### config.mk
export PLATFORM = sky130hd
export DESIGN_NAME = terminal_mux_iot_flags_unit
export DESIGN_NICKNAME = d
export VERILOG_FILES = /design/src/rtl/tmif_pkg.sv /design/src/rtl/terminal_mux_iot_flags_unit.sv /design/src/rtl/tmif_decode.sv /design/src/rtl/tmif_lines.sv
export SDC_FILE = /design/constraint.sdc
export NUM_CORES = 1
export LEC_CHECK = 0
export BUFFER_PORTS_ARGS = -buffer_cell sky130_fd_sc_hd__buf_2
export CAP_MARGIN = 10
export CORE_MARGIN = 2
export CORE_UTILIZATION = 55
export CTS_CLUSTER_SIZE = 14
export DETAILED_ROUTE_END_ITERATION = 16
export GPL_TIMING_DRIVEN = 0
export PLACE_DENSITY = 0.79
export SLEW_MARGIN = 15
export SYNTH_ARGS = -nofsm -noshare
export SYNTH_HDL_FRONTEND = slang
export SYNTH_SLANG_ARGS = --single-unit
### constraint.sdc
create_clock -name clock -period 4.6 [get_ports clock]
set_input_delay 0.92 -clock clock [delete_from_list [all_inputs] [get_ports clock]]
set_output_delay 0.92 -clock clock [all_outputs]
set_load 0.02 [all_outputs]
### src/rtl/tmif_pkg.sv
// Shared types and constants for the multi-line terminal interface.
package tmif_pkg;

   localparam int unsigned MAX_LINES_DEF = 16;
   localparam int unsigned LINE_W = 4;
   localparam int unsigned LINE_SPAN = 16;
   localparam int unsigned WORD_W = 18;
   localparam int unsigned CHAR_W = 8;
   localparam int unsigned DEV_W = 6;
   localparam int unsigned PULSE_W = 6;
   localparam int unsigned COUNT_W = 5;
   localparam int unsigned CSR_IDX_W = 2;
   localparam int unsigned CSR_DATA_W = 6;

   localparam int unsigned PULSE_SKIP_BIT = 0;
   localparam int unsigned PULSE_CLEAR_BIT = 1;
   localparam int unsigned PULSE_LOAD_BIT = 2;

   localparam logic [COUNT_W-1:0] LINE_COUNT_RESET = 5'd1;

   typedef enum logic [1:0] {
      KIND_IOT = 2'd0,
      KIND_RX  = 2'd1,
      KIND_TX  = 2'd2
   } kind_type;

   typedef enum logic [CSR_IDX_W-1:0] {
      CSR_BASE_DEVICE    = 2'd0,
      CSR_LINE_COUNT     = 2'd1,
      CSR_SUBDEVICE_MODE = 2'd2
   } csr_index_type;

   typedef struct packed {
      logic [1:0]         kind;
      logic [DEV_W-1:0]   device_number;
      logic [PULSE_W-1:0] pulse;
      logic [WORD_W-1:0]  data_in;
      logic [LINE_W-1:0]  event_line;
      logic [CHAR_W-1:0]  rx_char;
      logic               rx_break;
   } req_type;

   typedef struct packed {
      logic [WORD_W-1:0] data_out;
      logic              skip;
      logic              input_interrupt;
      logic              output_interrupt;
      logic              tx_start;
      logic [LINE_W-1:0] tx_line;
      logic [CHAR_W-1:0] tx_char;
   } rsp_type;

   typedef struct packed {
      logic [DEV_W-1:0]   base_device;
      logic [COUNT_W-1:0] line_count;
      logic               subdevice_mode;
   } cfg_type;

   typedef struct packed {
      logic [LINE_W-1:0] line;
      logic              iot;
      logic              test_in;
      logic              test_out;
      logic              clr_in;
      logic              clr_out;
      logic              set_in;
      logic              set_out;
      logic              rd_rx;
      logic              wr_rx;
      logic              load;
      logic [CHAR_W-1:0] wr_char;
   } op_type;

endpackage

### src/rtl/terminal_mux_iot_flags_unit.sv
// Top level of the multi-line terminal interface: beat registers, config and result build.
//
//   channel | direction | handshake          | beat
//   req     | in        | req_valid/req_stall | tmif_pkg::req_type
//   rsp     | out       | rsp_valid/rsp_stall | tmif_pkg::rsp_type
//   csr     | in        | csr_we             | csr_index, csr_wdata
//
// One beat per cycle while rsp is not stalled; a beat passes through the input register and then the result register.
// The line state updates as a beat moves from the input register to the
// result register. Synchronous reset clears flags and buffers and sets config to its defaults.
// A stalled rsp holds the result and back-pressures req while the input register holds a beat.
module terminal_mux_iot_flags_unit #(
   parameter int unsigned MaxLines = tmif_pkg::MAX_LINES_DEF
) (
   input  logic                            clock,
   input  logic                            reset,
   input  logic                            req_valid,
   output logic                            req_stall,
   input  tmif_pkg::req_type               req_data,
   output logic                            rsp_valid,
   input  logic                            rsp_stall,
   output tmif_pkg::rsp_type               rsp_data,
   input  logic                            csr_we,
   input  logic [tmif_pkg::CSR_IDX_W-1:0]  csr_index,
   input  logic [tmif_pkg::CSR_DATA_W-1:0] csr_wdata
);

   tmif_pkg::cfg_type           cfg_ff;
   logic                        s1_valid_ff;
   tmif_pkg::req_type           s1_data_ff;
   logic                        rsp_valid_ff;
   logic                        rsp_valid_in;
   tmif_pkg::rsp_type           rsp_data_ff;
   tmif_pkg::rsp_type           rsp_data_in;
   logic                        advance;
   logic                        take;
   tmif_pkg::op_type            op;
   logic [tmif_pkg::CHAR_W-1:0] rx_rd;
   logic                        skip;
   logic                        in_irq;
   logic                        out_irq;

   tmif_decode #(.MaxLines(MaxLines)) u_decode (
      .item (s1_data_ff),
      .cfg  (cfg_ff),
      .op   (op)
   );

   tmif_lines #(.MaxLines(MaxLines)) u_lines (
      .clock   (clock),
      .reset   (reset),
      .commit  (advance),
      .op      (op),
      .rx_rd   (rx_rd),
      .skip    (skip),
      .in_irq  (in_irq),
      .out_irq (out_irq)
   );

   always_comb begin
      advance = s1_valid_ff && (!rsp_valid_ff || !rsp_stall);
      req_stall = s1_valid_ff && !advance;
      take = req_valid && !req_stall;
      rsp_valid_in = advance || (rsp_valid_ff && rsp_stall);

      rsp_data_in = '0;
      if (op.iot) begin
         rsp_data_in.data_out = s1_data_ff.data_in |
                                tmif_pkg::WORD_W'(op.rd_rx ? rx_rd : '0);
         rsp_data_in.skip = skip;
      end
      if (op.load) begin
         rsp_data_in.tx_start = 1'b1;
         rsp_data_in.tx_line = op.line;
         rsp_data_in.tx_char = s1_data_ff.data_in[tmif_pkg::CHAR_W-1:0];
      end
      rsp_data_in.input_interrupt = in_irq;
      rsp_data_in.output_interrupt = out_irq;
   end

   always_ff @(posedge clock) begin
      if (reset) begin
         cfg_ff.base_device <= '0;
         cfg_ff.line_count <= tmif_pkg::LINE_COUNT_RESET;
         cfg_ff.subdevice_mode <= 1'b1;
      end else if (csr_we) begin
         unique case (csr_index)
            tmif_pkg::CSR_BASE_DEVICE: begin
               cfg_ff.base_device <= csr_wdata;
            end
            tmif_pkg::CSR_LINE_COUNT: begin
               cfg_ff.line_count <= csr_wdata[tmif_pkg::COUNT_W-1:0];
            end
            tmif_pkg::CSR_SUBDEVICE_MODE: begin
               cfg_ff.subdevice_mode <= csr_wdata[0];
            end
            default: begin
               cfg_ff <= cfg_ff;
            end
         endcase
      end
   end

   always_ff @(posedge clock) begin
      if (reset) begin
         s1_valid_ff <= 1'b0;
         rsp_valid_ff <= 1'b0;
      end else begin
         s1_valid_ff <= take || (s1_valid_ff && !advance);
         rsp_valid_ff <= rsp_valid_in;
      end
   end

   always_ff @(posedge clock) begin
      if (take) begin
         s1_data_ff <= req_data;
      end
      if (advance) begin
         rsp_data_ff <= rsp_data_in;
      end
   end

   assign rsp_valid = rsp_valid_ff;
   assign rsp_data = rsp_data_ff;

endmodule

### src/rtl/tmif_decode.sv
// Item decode: device offset, line select and per-line flag operations.
module tmif_decode #(
   parameter int unsigned MaxLines = tmif_pkg::MAX_LINES_DEF
) (
   input  tmif_pkg::req_type item,
   input  tmif_pkg::cfg_type cfg,
   output tmif_pkg::op_type  op
);

   logic [tmif_pkg::DEV_W-1:0]  offset;
   logic                        mine;
   logic [tmif_pkg::LINE_W-1:0] iot_line;
   logic [tmif_pkg::LINE_W-1:0] line;
   logic                        line_ok;
   logic                        iot_go;
   logic                        ev_go;
   logic                        in_side;

   always_comb begin
      offset = item.device_number - cfg.base_device;
      mine = (offset[tmif_pkg::DEV_W-1:3] == '0);
      in_side = offset[0];
      if (cfg.subdevice_mode) begin
         iot_line = {offset[2:1], item.pulse[5:4]};
      end else begin
         iot_line = {2'b00, offset[2:1]};
      end
      line = (item.kind == tmif_pkg::KIND_IOT) ? iot_line : item.event_line;
      line_ok = ({1'b0, line} < cfg.line_count) &&
                (32'(line) < MaxLines);
      iot_go = (item.kind == tmif_pkg::KIND_IOT) && mine && line_ok;
      ev_go = line_ok;

      op = '0;
      op.line = line;
      op.wr_char = item.rx_break ? '0 : item.rx_char;
      case (item.kind)
         tmif_pkg::KIND_IOT: begin
            op.iot = 1'b1;
            if (iot_go) begin
               if (in_side) begin
                  op.test_in = item.pulse[tmif_pkg::PULSE_SKIP_BIT];
                  op.clr_in = item.pulse[tmif_pkg::PULSE_CLEAR_BIT];
                  op.rd_rx = item.pulse[tmif_pkg::PULSE_CLEAR_BIT];
               end else begin
                  op.test_out = item.pulse[tmif_pkg::PULSE_SKIP_BIT];
                  op.clr_out = item.pulse[tmif_pkg::PULSE_CLEAR_BIT];
                  op.load = item.pulse[tmif_pkg::PULSE_LOAD_BIT];
               end
            end
         end
         tmif_pkg::KIND_RX: begin
            op.set_in = ev_go;
            op.wr_rx = ev_go;
         end
         tmif_pkg::KIND_TX: begin
            op.set_out = ev_go;
         end
         default: begin
            op.iot = 1'b0;
         end
      endcase
   end

endmodule

### src/rtl/tmif_lines.sv
// Per-line done flags and receive buffers, with skip test and interrupt summary.
module tmif_lines #(
   parameter int unsigned MaxLines = tmif_pkg::MAX_LINES_DEF
) (
   input  logic                        clock,
   input  logic                        reset,
   input  logic                        commit,
   input  tmif_pkg::op_type            op,
   output logic [tmif_pkg::CHAR_W-1:0] rx_rd,
   output logic                        skip,
   output logic                        in_irq,
   output logic                        out_irq
);

   logic [tmif_pkg::LINE_SPAN-1:0] dec;
   logic [MaxLines-1:0]            sel;
   logic [MaxLines-1:0]            in_flags_ff;
   logic [MaxLines-1:0]            in_flags_in;
   logic [MaxLines-1:0]            out_flags_ff;
   logic [MaxLines-1:0]            out_flags_in;
   logic [tmif_pkg::CHAR_W-1:0]    rx_buf_ff [MaxLines];

   always_comb begin
      dec = tmif_pkg::LINE_SPAN'(1) << op.line;
      sel = dec[MaxLines-1:0];
      rx_rd = '0;
      for (int i = 0; i < MaxLines; i++) begin
         if (sel[i]) begin
            rx_rd = rx_rd | rx_buf_ff[i];
         end
      end
      skip = (op.test_in && ((in_flags_ff & sel) != '0)) ||
             (op.test_out && ((out_flags_ff & sel) != '0));
      in_flags_in = (in_flags_ff & ~(op.clr_in ? sel : '0)) | (op.set_in ? sel : '0);
      out_flags_in = (out_flags_ff & ~(op.clr_out ? sel : '0)) | (op.set_out ? sel : '0);
      in_irq = (in_flags_in != '0);
      out_irq = (out_flags_in != '0);
   end

   always_ff @(posedge clock) begin
      if (reset) begin
         in_flags_ff <= '0;
         out_flags_ff <= '0;
         for (int i = 0; i < MaxLines; i++) begin
            rx_buf_ff[i] <= '0;
         end
      end else if (commit) begin
         in_flags_ff <= in_flags_in;
         out_flags_ff <= out_flags_in;
         for (int i = 0; i < MaxLines; i++) begin
            if (op.wr_rx && sel[i]) begin
               rx_buf_ff[i] <= op.wr_char;
            end
         end
      end
   end

endmodule

* Yosys cells after proc, flatten, opt, wreduce, memory -nomap -nowiden *
Memories as Yosys holds them, arrays and structs flattened.
Index checks and enable logic that the tools add are counted.

word-level totals
  register bits = 125
  bits in latches = 0
  bits in writable memories = 128
  ROM bits = 0
  bits of input ports = 58
  output and inout port bits = 36
  word-level logic and storage cells = 232
  memories = 1

memory list
  memory             depth  width  read ports  clocked after memory_dff  write ports  line              text
  u_lines.rx_buf_ff  16     8      16          0                         16           tmif_lines.sv:21  logic [tmif_pkg::CHAR_W-1:0] rx_buf_ff [MaxLines];

operators by class
  add/sub/neg operators = 1
  multiply operators = 0
  div/mod/pow operators = 0
  order comparisons = 1
  eq/ne operators = 4
  shift-type cells = 1
  multiplexer cells = 121
  bitwise operators = 40
  reductions and logical operators = 42

operator list
  cell                  count
  $mux 8                34
  $or 8x8->8            15
  $mux 1                78
  $and 16x16->16        4
  $mux 16               4
  $reduce_bool 16->1    4
  $not 16->16           2
  $or 16x16->16         2
  $logic_and 1x1->1     24
  $or 18x8->18          1
  $mux 4                4
  $or 1x1->1            16
  $shl 1x4->16 const A  1
  $mux 13               1
  $reduce_and 2->1      3
  $sub 6x6->6           1
  $lt 4x5->1            1
  $eq 2x1->1 const B    2
  $eq 2x2->1 const B    2
  $logic_not 1->1       4
  $logic_not 2->1       2
  $logic_or 1x1->1      4
  $logic_not 3->1       1

* Depth between registers and ports, before layout *
Gate-level depths: netlist of run 1.

  depth after elaboration = 37
  depth in mapped cells = 20
  depth with buffers taken out = 16

* Modules after synthesis *
From an unflattened synthesis of run 1, not the netlist that was laid out.

second synthesis, totals
  cells, all modules = 948
  area total of the unflattened synthesis = 11337.1 um^2

by module, submodules not included
  module                       times used  cells each  area each (um^2)  sequential area each (um^2)
  tmif_lines                   1           688         7573.5            4484.3
  terminal_mux_iot_flags_unit  1           179         3208.1            2652.5
  tmif_decode                  1           81          555.5             0.0

* Worst setup path after synthesis of run 1 *
OpenSTA, ideal clock, no wires.

  kind = register -> register
  start point = register s1_data_ff[37] (netlist name)
  end point = memory u_lines.rx_buf_ff[1][0] (netlist name), enable pin
  setup time = 0.334 ns
  arrival time = 3.690 ns
  required time = 4.266 ns
  slack = 0.576 ns
  cell stages (with the launch flop) = 20
  buffers on the path = 5
  period minus slack after synthesis = 4.024 ns
  cell sequence = edfxtp_1 > inv_1 > ha_1 > inv_1 > fa_1 > xnor2_1 > o221a_1 > buf_6 > clkinv_4 > buf_8 > buf_2 > ha_1 > nor3_1 > o21ai_0 > a21oi_1 > and2_1 > clkbuf_1 > buf_2 > nand2_1 > nand2b_1

RTL lines
  item                    line                                text
  start, declared         terminal_mux_iot_flags_unit.sv:30   tmif_pkg::req_type s1_data_ff;
  start signal, assigned  terminal_mux_iot_flags_unit.sv:116  s1_data_ff <= req_data;
  end, declared           tmif_lines.sv:21

==> results of run 1 <==
registers in the layout (all words and copies together) (netlist names):
signal / count
cfg_ff: 12
rsp_data: 34
rsp_valid: 1
s1_data_ff: 44
s1_valid_ff: 1
u_lines.in_flags_ff: 16
u_lines.out_flags_ff: 16
u_lines.rx_buf_ff: 128
worst register-to-register path, cell delays in order, from the launching register on:
cell and delay (ns):
edfxtp_1 0.36, inv_1 0.08, ha_1 0.14, inv_1 0.06, fa_1 0.47, xnor2_2 0.20
o221a_1 0.23, buf_6 0.16, clkinv_4 0.09, buf_8 0.15, buf_2 0.22, ha_1 0.22
nor3_2 0.18, a221oi_1 0.18, a21oi_1 0.23, nand4_1 0.15, buf_2 0.28, o32ai_1 0.19
o2111ai_1 0.17, nand3b_1 0.21, nand3b_1 0.19
repair_timing:
action                                  in CTS  in global routing
gates resized for setup                     21                 24
endpoints found under the setup margin     197                200
setup buffers                                1                  0
pin swaps                                    1                  1
cell families after synthesis:
logic type / Yosys count
and+or+nand+nor: 349
buffers and inverters: 88
xor gates and xnor gates: 4
adders and majority gates: 9
AOI/OAI and AO/OA: 265
muxes: 9
DFF: 252
layer usage:
metal  vias up  GRT usage  share of wire
li1       3842          -              -
met1      4021      0.353           0.39
met2       484      0.463           0.49
met3        97     0.0382          0.080
met4         0      0.117          0.046
met5         -          0              0
stage by stage:
step / setup slack (ns) / cell area [um^2]
floorplan: 0.576 / 11000
global placement: -0.611 / 11800
detailed placement: -0.675 / 11900
CTS: -0.104 / 12700
global route: -0.0389 / 12700
finish: 0.202 / 12700
synthesized netlist by cell type (all sizes together), types with 13 or more instances:
cell type and count:
edfxtp 206, nor2 132, a21oi 102, nand2 100, o21ai 62, dfxtp 46, nand3 44, clkbuf 35
a22oi 30, inv 28, buf 24, and2 21, nand2b 13, nor3 13
power groups by stage:
stage | Combinational, mW | Sequential, mW | Clock (mW)
final | 0.455 | 2.60 | 1.83
after global routing | 0.488 | 2.60 | 1.94
after CTS | 0.440 | 2.60 | 1.85
after detailed placement | 0.431 | 2.65 | 0
after global placement | 0.417 | 2.64 | 0
after floorplan | 0.254 | 2.66 | 0
final timing paths:
kind              depth (start not counted)                                   to
setup / recovery                         20               rsp_data[13]$_DFFE_PP_
hold / removal                            2  u_lines.in_flags_ff[7]$_SDFFE_PP0P_
setup reg to reg                         20               rsp_data[13]$_DFFE_PP_
hold reg to reg                           2  u_lines.in_flags_ff[7]$_SDFFE_PP0P_
area by class of cell:
class                           instances  area share
Sequential cell                       252       0.558
Multi-Input combinational cell        636       0.289
Clock buffer                           32      0.0512
Timing Repair Buffer                   94      0.0395
Tap cell                              265      0.0260
Buffer                                 59      0.0221
Inverter                               29     0.00894
Clock inverter                         11     0.00521
==> impl_metrics.ini, run 1 <==
[power_and_ir_drop]
pwr-share-seq = 0.532
comb_power_share = 0.093
max-vdd-ir-drop_mv = 0.401
swShare = 0.242
leakage_nw = 4.54
finalPower_mw = 4.89
intPower_mw = 3.70
power_switching_mw = 1.18
p_clk_frac = 0.375
power_density_nw_per_um2 = 384

[global_route]
grt_pass1_wl_mm = 45.1
grt_max_degree = 35
grt_pass1_vias = 8167
grt_usage = 0.272
gr-total-overflow = 0
antenna_found_initial = 0

[placement]
place_congestion = 0.972
place.port_buffers = 91
dp_hpwl_mm = 21.0
dp.cells = 1334

[route]
routedWlPerCell_um = 21.2
via_per_inst = 6.13
remaining_drc_errors = 0
first_pass_iters = 6
drt_iter0_markers = 877
ant_nets = 0
via_count = 8444
routed_wirelength_mm = 29.3

[setup_path]
arrival_ns = 4.68
path_max_fanout = 10
path_buf_inv = 7
crit_chain = inv_1 -> ha_1 -> inv_1 -> fa_1 -> xnor2_2 -> o221a_1 -> buf_6 -> clkinv_4 -> buf_8 -> buf_2 -> ha_1 -> nor3_2 -> a221oi_1 -> a21oi_1 -> nand4_1 -> buf_2 -> o32ai_1 -> o2111ai_1 -> nand3b_1 -> nand3b_1
cp-start-kind = flop
timing.reg2reg.setup_slack_ns = 0.20
r2r-start = s1_data_ff[37]$_DFFE_PP_
cp.required_ns = 4.88
slowest_delay_ns = 0.47
end_kind = flop
critPathKind = flop to flop
path_delay_family = buffers and inverters
cp_slowest_cell = fa_1
cp-startpoint = s1_data_ff[37]$_DFFE_PP_

[cts]
cts_max_level = 1
worstSkewPairLatency_ns = 0.54
clkTransAtPathRegs_ns = 0.06
cts_buffer_depth = 3
cts_tree = built
root_buffer = clkbuf_16
cts.sinks = 252
hold_buffers = 0
cts-buffers-inserted = 25

[floorplanning]
die_w_um = 146
io_pins = 94
coreArea_um2 = 19600
die_h_um = 146
start_util = 0.563
die_area_um2 = 21200
rows = 51

[yosys]
synth.largest_area_cell = edfxtp_1
synth-simple-area-share = 0.147
async_reset_ff_frac = 0
synthTopCellsByArea = edfxtp_1, dfxtp_1, a21oi_1
synth_edf_count = 206
yosys.area_share.xor_xnor = 0.00442
syn_nets = 1043
synth_top_family_by_area = compound AO/OA/AOI/OAI gates
ys_seq_area_frac = 0.644
yosysUniqueCellTypes = 68
synth-compound-area-share = 0.151
syn_avg_cell_area_um2 = 11.3
syn_inst = 976
yosys_register_bits = 252
syn-cell-area_um2 = 11000
muxShareOfSynthArea = 0.00816
synth_ff_type = edfxtp_1
yosysWarnings = 0
synth_top_area_frac = 0.560
synthAdderAreaFrac = 0.0109

[layout]
final_cell_mix = edfxtp_1, nor2_1, buf_2, a21oi_1, nand2_1
post-route-util = 0.650
final_common_cell = edfxtp_1
diodes = 0
stdcell_count = 1378
multi_input_area_um2 = 3680
drive_above_1_share = 0.180
fin_nets = 1164
fill_cells = 1523
regArea_um2 = 7110
syn2layout_area_growth_pct = 15.4

[timing]
fin_crit_ns = 4.40
slew_headroom = 0.350
period_share = 0.956
fmax_mhz = 227
finClkSkew_ns = 0.0108
hold_viol = 0
hold_ws_ns = 0.494
tightest_slew_ns = 0.968
setup_tns_ns = 0
maxSlewViolCount = 0
finalSetupViolCount = 0

[run]
drv_cap = 0

[run_status]
status = finished, final reports clean

[hold_path]
hold_class = flop to flop
hp-start = u_lines.in_flags_ff[7]$_SDFFE_PP0P_
(Power assumes the default switching activity.)
==> run 2, diff against run 1 <==
Settings changed: ABC_AREA from default to 1.
==> run 2 against run 1 <==
  * Via count rose by 11%
  * Critical endpoint is now u_lines.rx_buf_ff[15][0]$_DFFE_PP_
  * Total power increased by 4.2%
  * Hold slack got worse by 0.020 ns
==> impl_metrics.ini, run 2 <==
[yosys]
yosysUniqueCellTypes = 34
synth_top_area_frac = 0.537
synth_common_cells = nand2_1, nor2_1, edfxtp_1
yosys_register_bits = 252
syn-cell-area_um2 = 11500
ys_seq_area_frac = 0.617
synthTopCellsByArea = edfxtp_1, nand2_1, dfxtp_1
yosysMostFrequentCell = nand2_1
synth.largest_area_cell = edfxtp_1
synth_edf_count = 206
async_reset_ff_frac = 0
yosysWarnings = 0
syn_avg_cell_area_um2 = 9.38
syn_inst = 1228
syn_nets = 1295
synth_ff_type = edfxtp_1

[cts]
cts.sinks = 252
root_buffer = clkbuf_16
cts_max_level = 1
clkTransAtPathRegs_ns = 0.06
hold_buffers = 0
cts_buffer_depth = 3
cts_tree = built
worstSkewPairLatency_ns = 0.54
post-cts-setup-buffers = 0
cts-buffers-inserted = 25

[route]
ant_nets = 0
via_count = 9334
routed_wirelength_mm = 31.9
first_pass_iters = 6
via_per_inst = 5.70
remaining_drc_errors = 0
routedWlPerCell_um = 19.5
drt_iter0_markers = 1360

[global_route]
gr-usage-met2 = 0.457
grt_pass1_wl_mm = 48.1
grt_pass1_vias = 8767
gr-usage-met1 = 0.390
grt_max_degree = 44
gr-total-overflow = 0
met3_usage = 0.0489
grt_usage = 0.289
antenna_found_initial = 0
busiest_layer = met2

[setup_path]
crit_chain = inv_1 -> ha_1 -> inv_1 -> fa_1 -> nand2_1 -> nand2_1 -> o21ai_2 -> buf_2 -> ha_1 -> nand2_1 -> o21ai_0 -> a21oi_4 -> nand2_1 -> nor2_4 -> nand2_1 -> o21ai_1
critPathKind = flop to flop
path_max_fanout = 10
end_kind = flop
path_buf_inv = 3
cp-start-kind = flop
cp_slowest_cell = o21ai_1
slowest_delay_ns = 0.79
crit_path_frequent_cell = nand2_1
path_delay_family = compound AO/OA/AOI/OAI gates
cp.required_ns = 4.76
arrival_ns = 4.46

[power_and_ir_drop]
power_density_nw_per_um2 = 388
leakage_nw = 5.51
max-vdd-ir-drop_mv = 0.342

[layout]
drive_above_1_share = 0.143
syn2layout_area_growth_pct = 13.9
largest_register = u_lines.rx_buf_ff
final_area_um2 = 13100
diodes = 0
final_cell_mix = nand2_1, nor2_1, edfxtp_1, inv_1, buf_2
largest_register_ffs = 128
fin_nets = 1416
final_common_cell = nand2_1

[timing]
setup_tns_ns = 0
period_share = 0.934
hold_viol = 0
rsz0062_at_grt = no
fmax_mhz = 233
finClkSkew_ns = 0.0149
tightest_slew_ns = 1.03
maxSlewViolCount = 0
slew_headroom = 0.311
finalSetupViolCount = 0
fin_crit_ns = 4.29

[placement]
place.port_buffers = 91
dp_hpwl_mm = 22.3
dpl-instance-area_um2 = 12400
place_congestion = 1.02

[floorplanning]
die_h_um = 149
die_area_um2 = 22100
start_util = 0.564
die_w_um = 149
rows = 52
coreArea_um2 = 20400
io_pins = 94

[run]
drv_cap = 0

[run_status]
status = finished, final reports clean

[hold_path]
hold_class = flop to flop
[run 2: cell count changes after synthesis, moves of 20 or more]
cell,delta
nand2_1,+229
nor2_1,+102
inv_1,+97
a21oi_1,-65
nand4_1,+59
a22oi_1,-30
and2_1,-20
[run 2: worst register-to-register path: stages (launching register included)]
cell and delay [ns]:
edfxtp_1 0.37, inv_1 0.07, ha_1 0.14, inv_1 0.07
fa_1 0.43, nand2_1 0.10, nand2_1 0.09, o21ai_2 0.27
buf_2 0.30, ha_1 0.27, nand2_1 0.08, o21ai_0 0.14
a21oi_4 0.26, nand2_1 0.14, nor2_4 0.24, nand2_1 0.18
o21ai_1 0.79
[run 2: power breakdown]
part,total (mW),switching [mW],internal (mW)
Combinational,0.556,0.408,0.148
Clock,1.91,0.848,1.06
Sequential,2.63,0.0443,2.58
Total,5.09,1.30,3.79
[run 2: timing repair]
item	in CTS	in global routing
endpoints found under the setup margin	0	64
endpoints found under the hold margin	0	0
resized for setup	0	8
[run 2: final cells by class]
type,instances,area [um^2]
fill,1630,7300
buffer,53,262
clock inverter,13,96.3
multi-input combinational,794,3690
clock buffer,33,656
timing repair buffer,94,490
sequential,252,7110
tap,270,338
inverter,129,484
[run 2: metal layers]
layer,share of wire,wire length (um),vias up
li1,-,-,4302
met1,0.39,12300,4317
met2,0.46,14700,598
met3,0.10,3180,117
met4,0.053,1690,0
met5,0,0,-
[run 2: worst paths after layout]
kind | startpoint | cells after the start | end | slack, ns
worst min-delay path | cfg_ff[8]$_SDFFE_PP0P_ | 2 | cfg_ff[8]$_SDFFE_PP0P_ | 0.47
worst max-delay path | s1_data_ff[37]$_DFFE_PP_ | 16 | u_lines.rx_buf_ff[15][0]$_DFFE_PP_ | 0.31
worst max register to register | s1_data_ff[37]$_DFFE_PP_ | 16 | u_lines.rx_buf_ff[15][0]$_DFFE_PP_ | 0.31
worst min register to register | cfg_ff[8]$_SDFFE_PP0P_ | 2 | cfg_ff[8]$_SDFFE_PP0P_ | 0.47
[run 2: stage by stage]
stage	power [mW]	hold slack (ns)	setup slack, ns	utilization	cells
2_1_floorplan	3.01	0.435	0.854	-	1228
3_3_place_gp	3.19	0.460	-0.160	0.603	1589
3_5_place_dp	3.21	0.468	0.320	0.605	1592
4_1_cts	5.09	0.476	0.274	0.642	1638
5_1_grt	5.23	0.502	0.00905	0.643	1638
6_report	5.09	0.474	0.305	0.643	1638
[run 2: cell families after synthesis]
family | count (synthesis) | share of synthesized area
AND/OR/NAND/NOR | 683 | 0.260
flip-flops | 252 | 0.617
buffers and inverters | 182 | 0.0645
AO/OA/AOI/OAI | 102 | 0.0486
adder cells (fa/ha/maj) | 9 | 0.0104
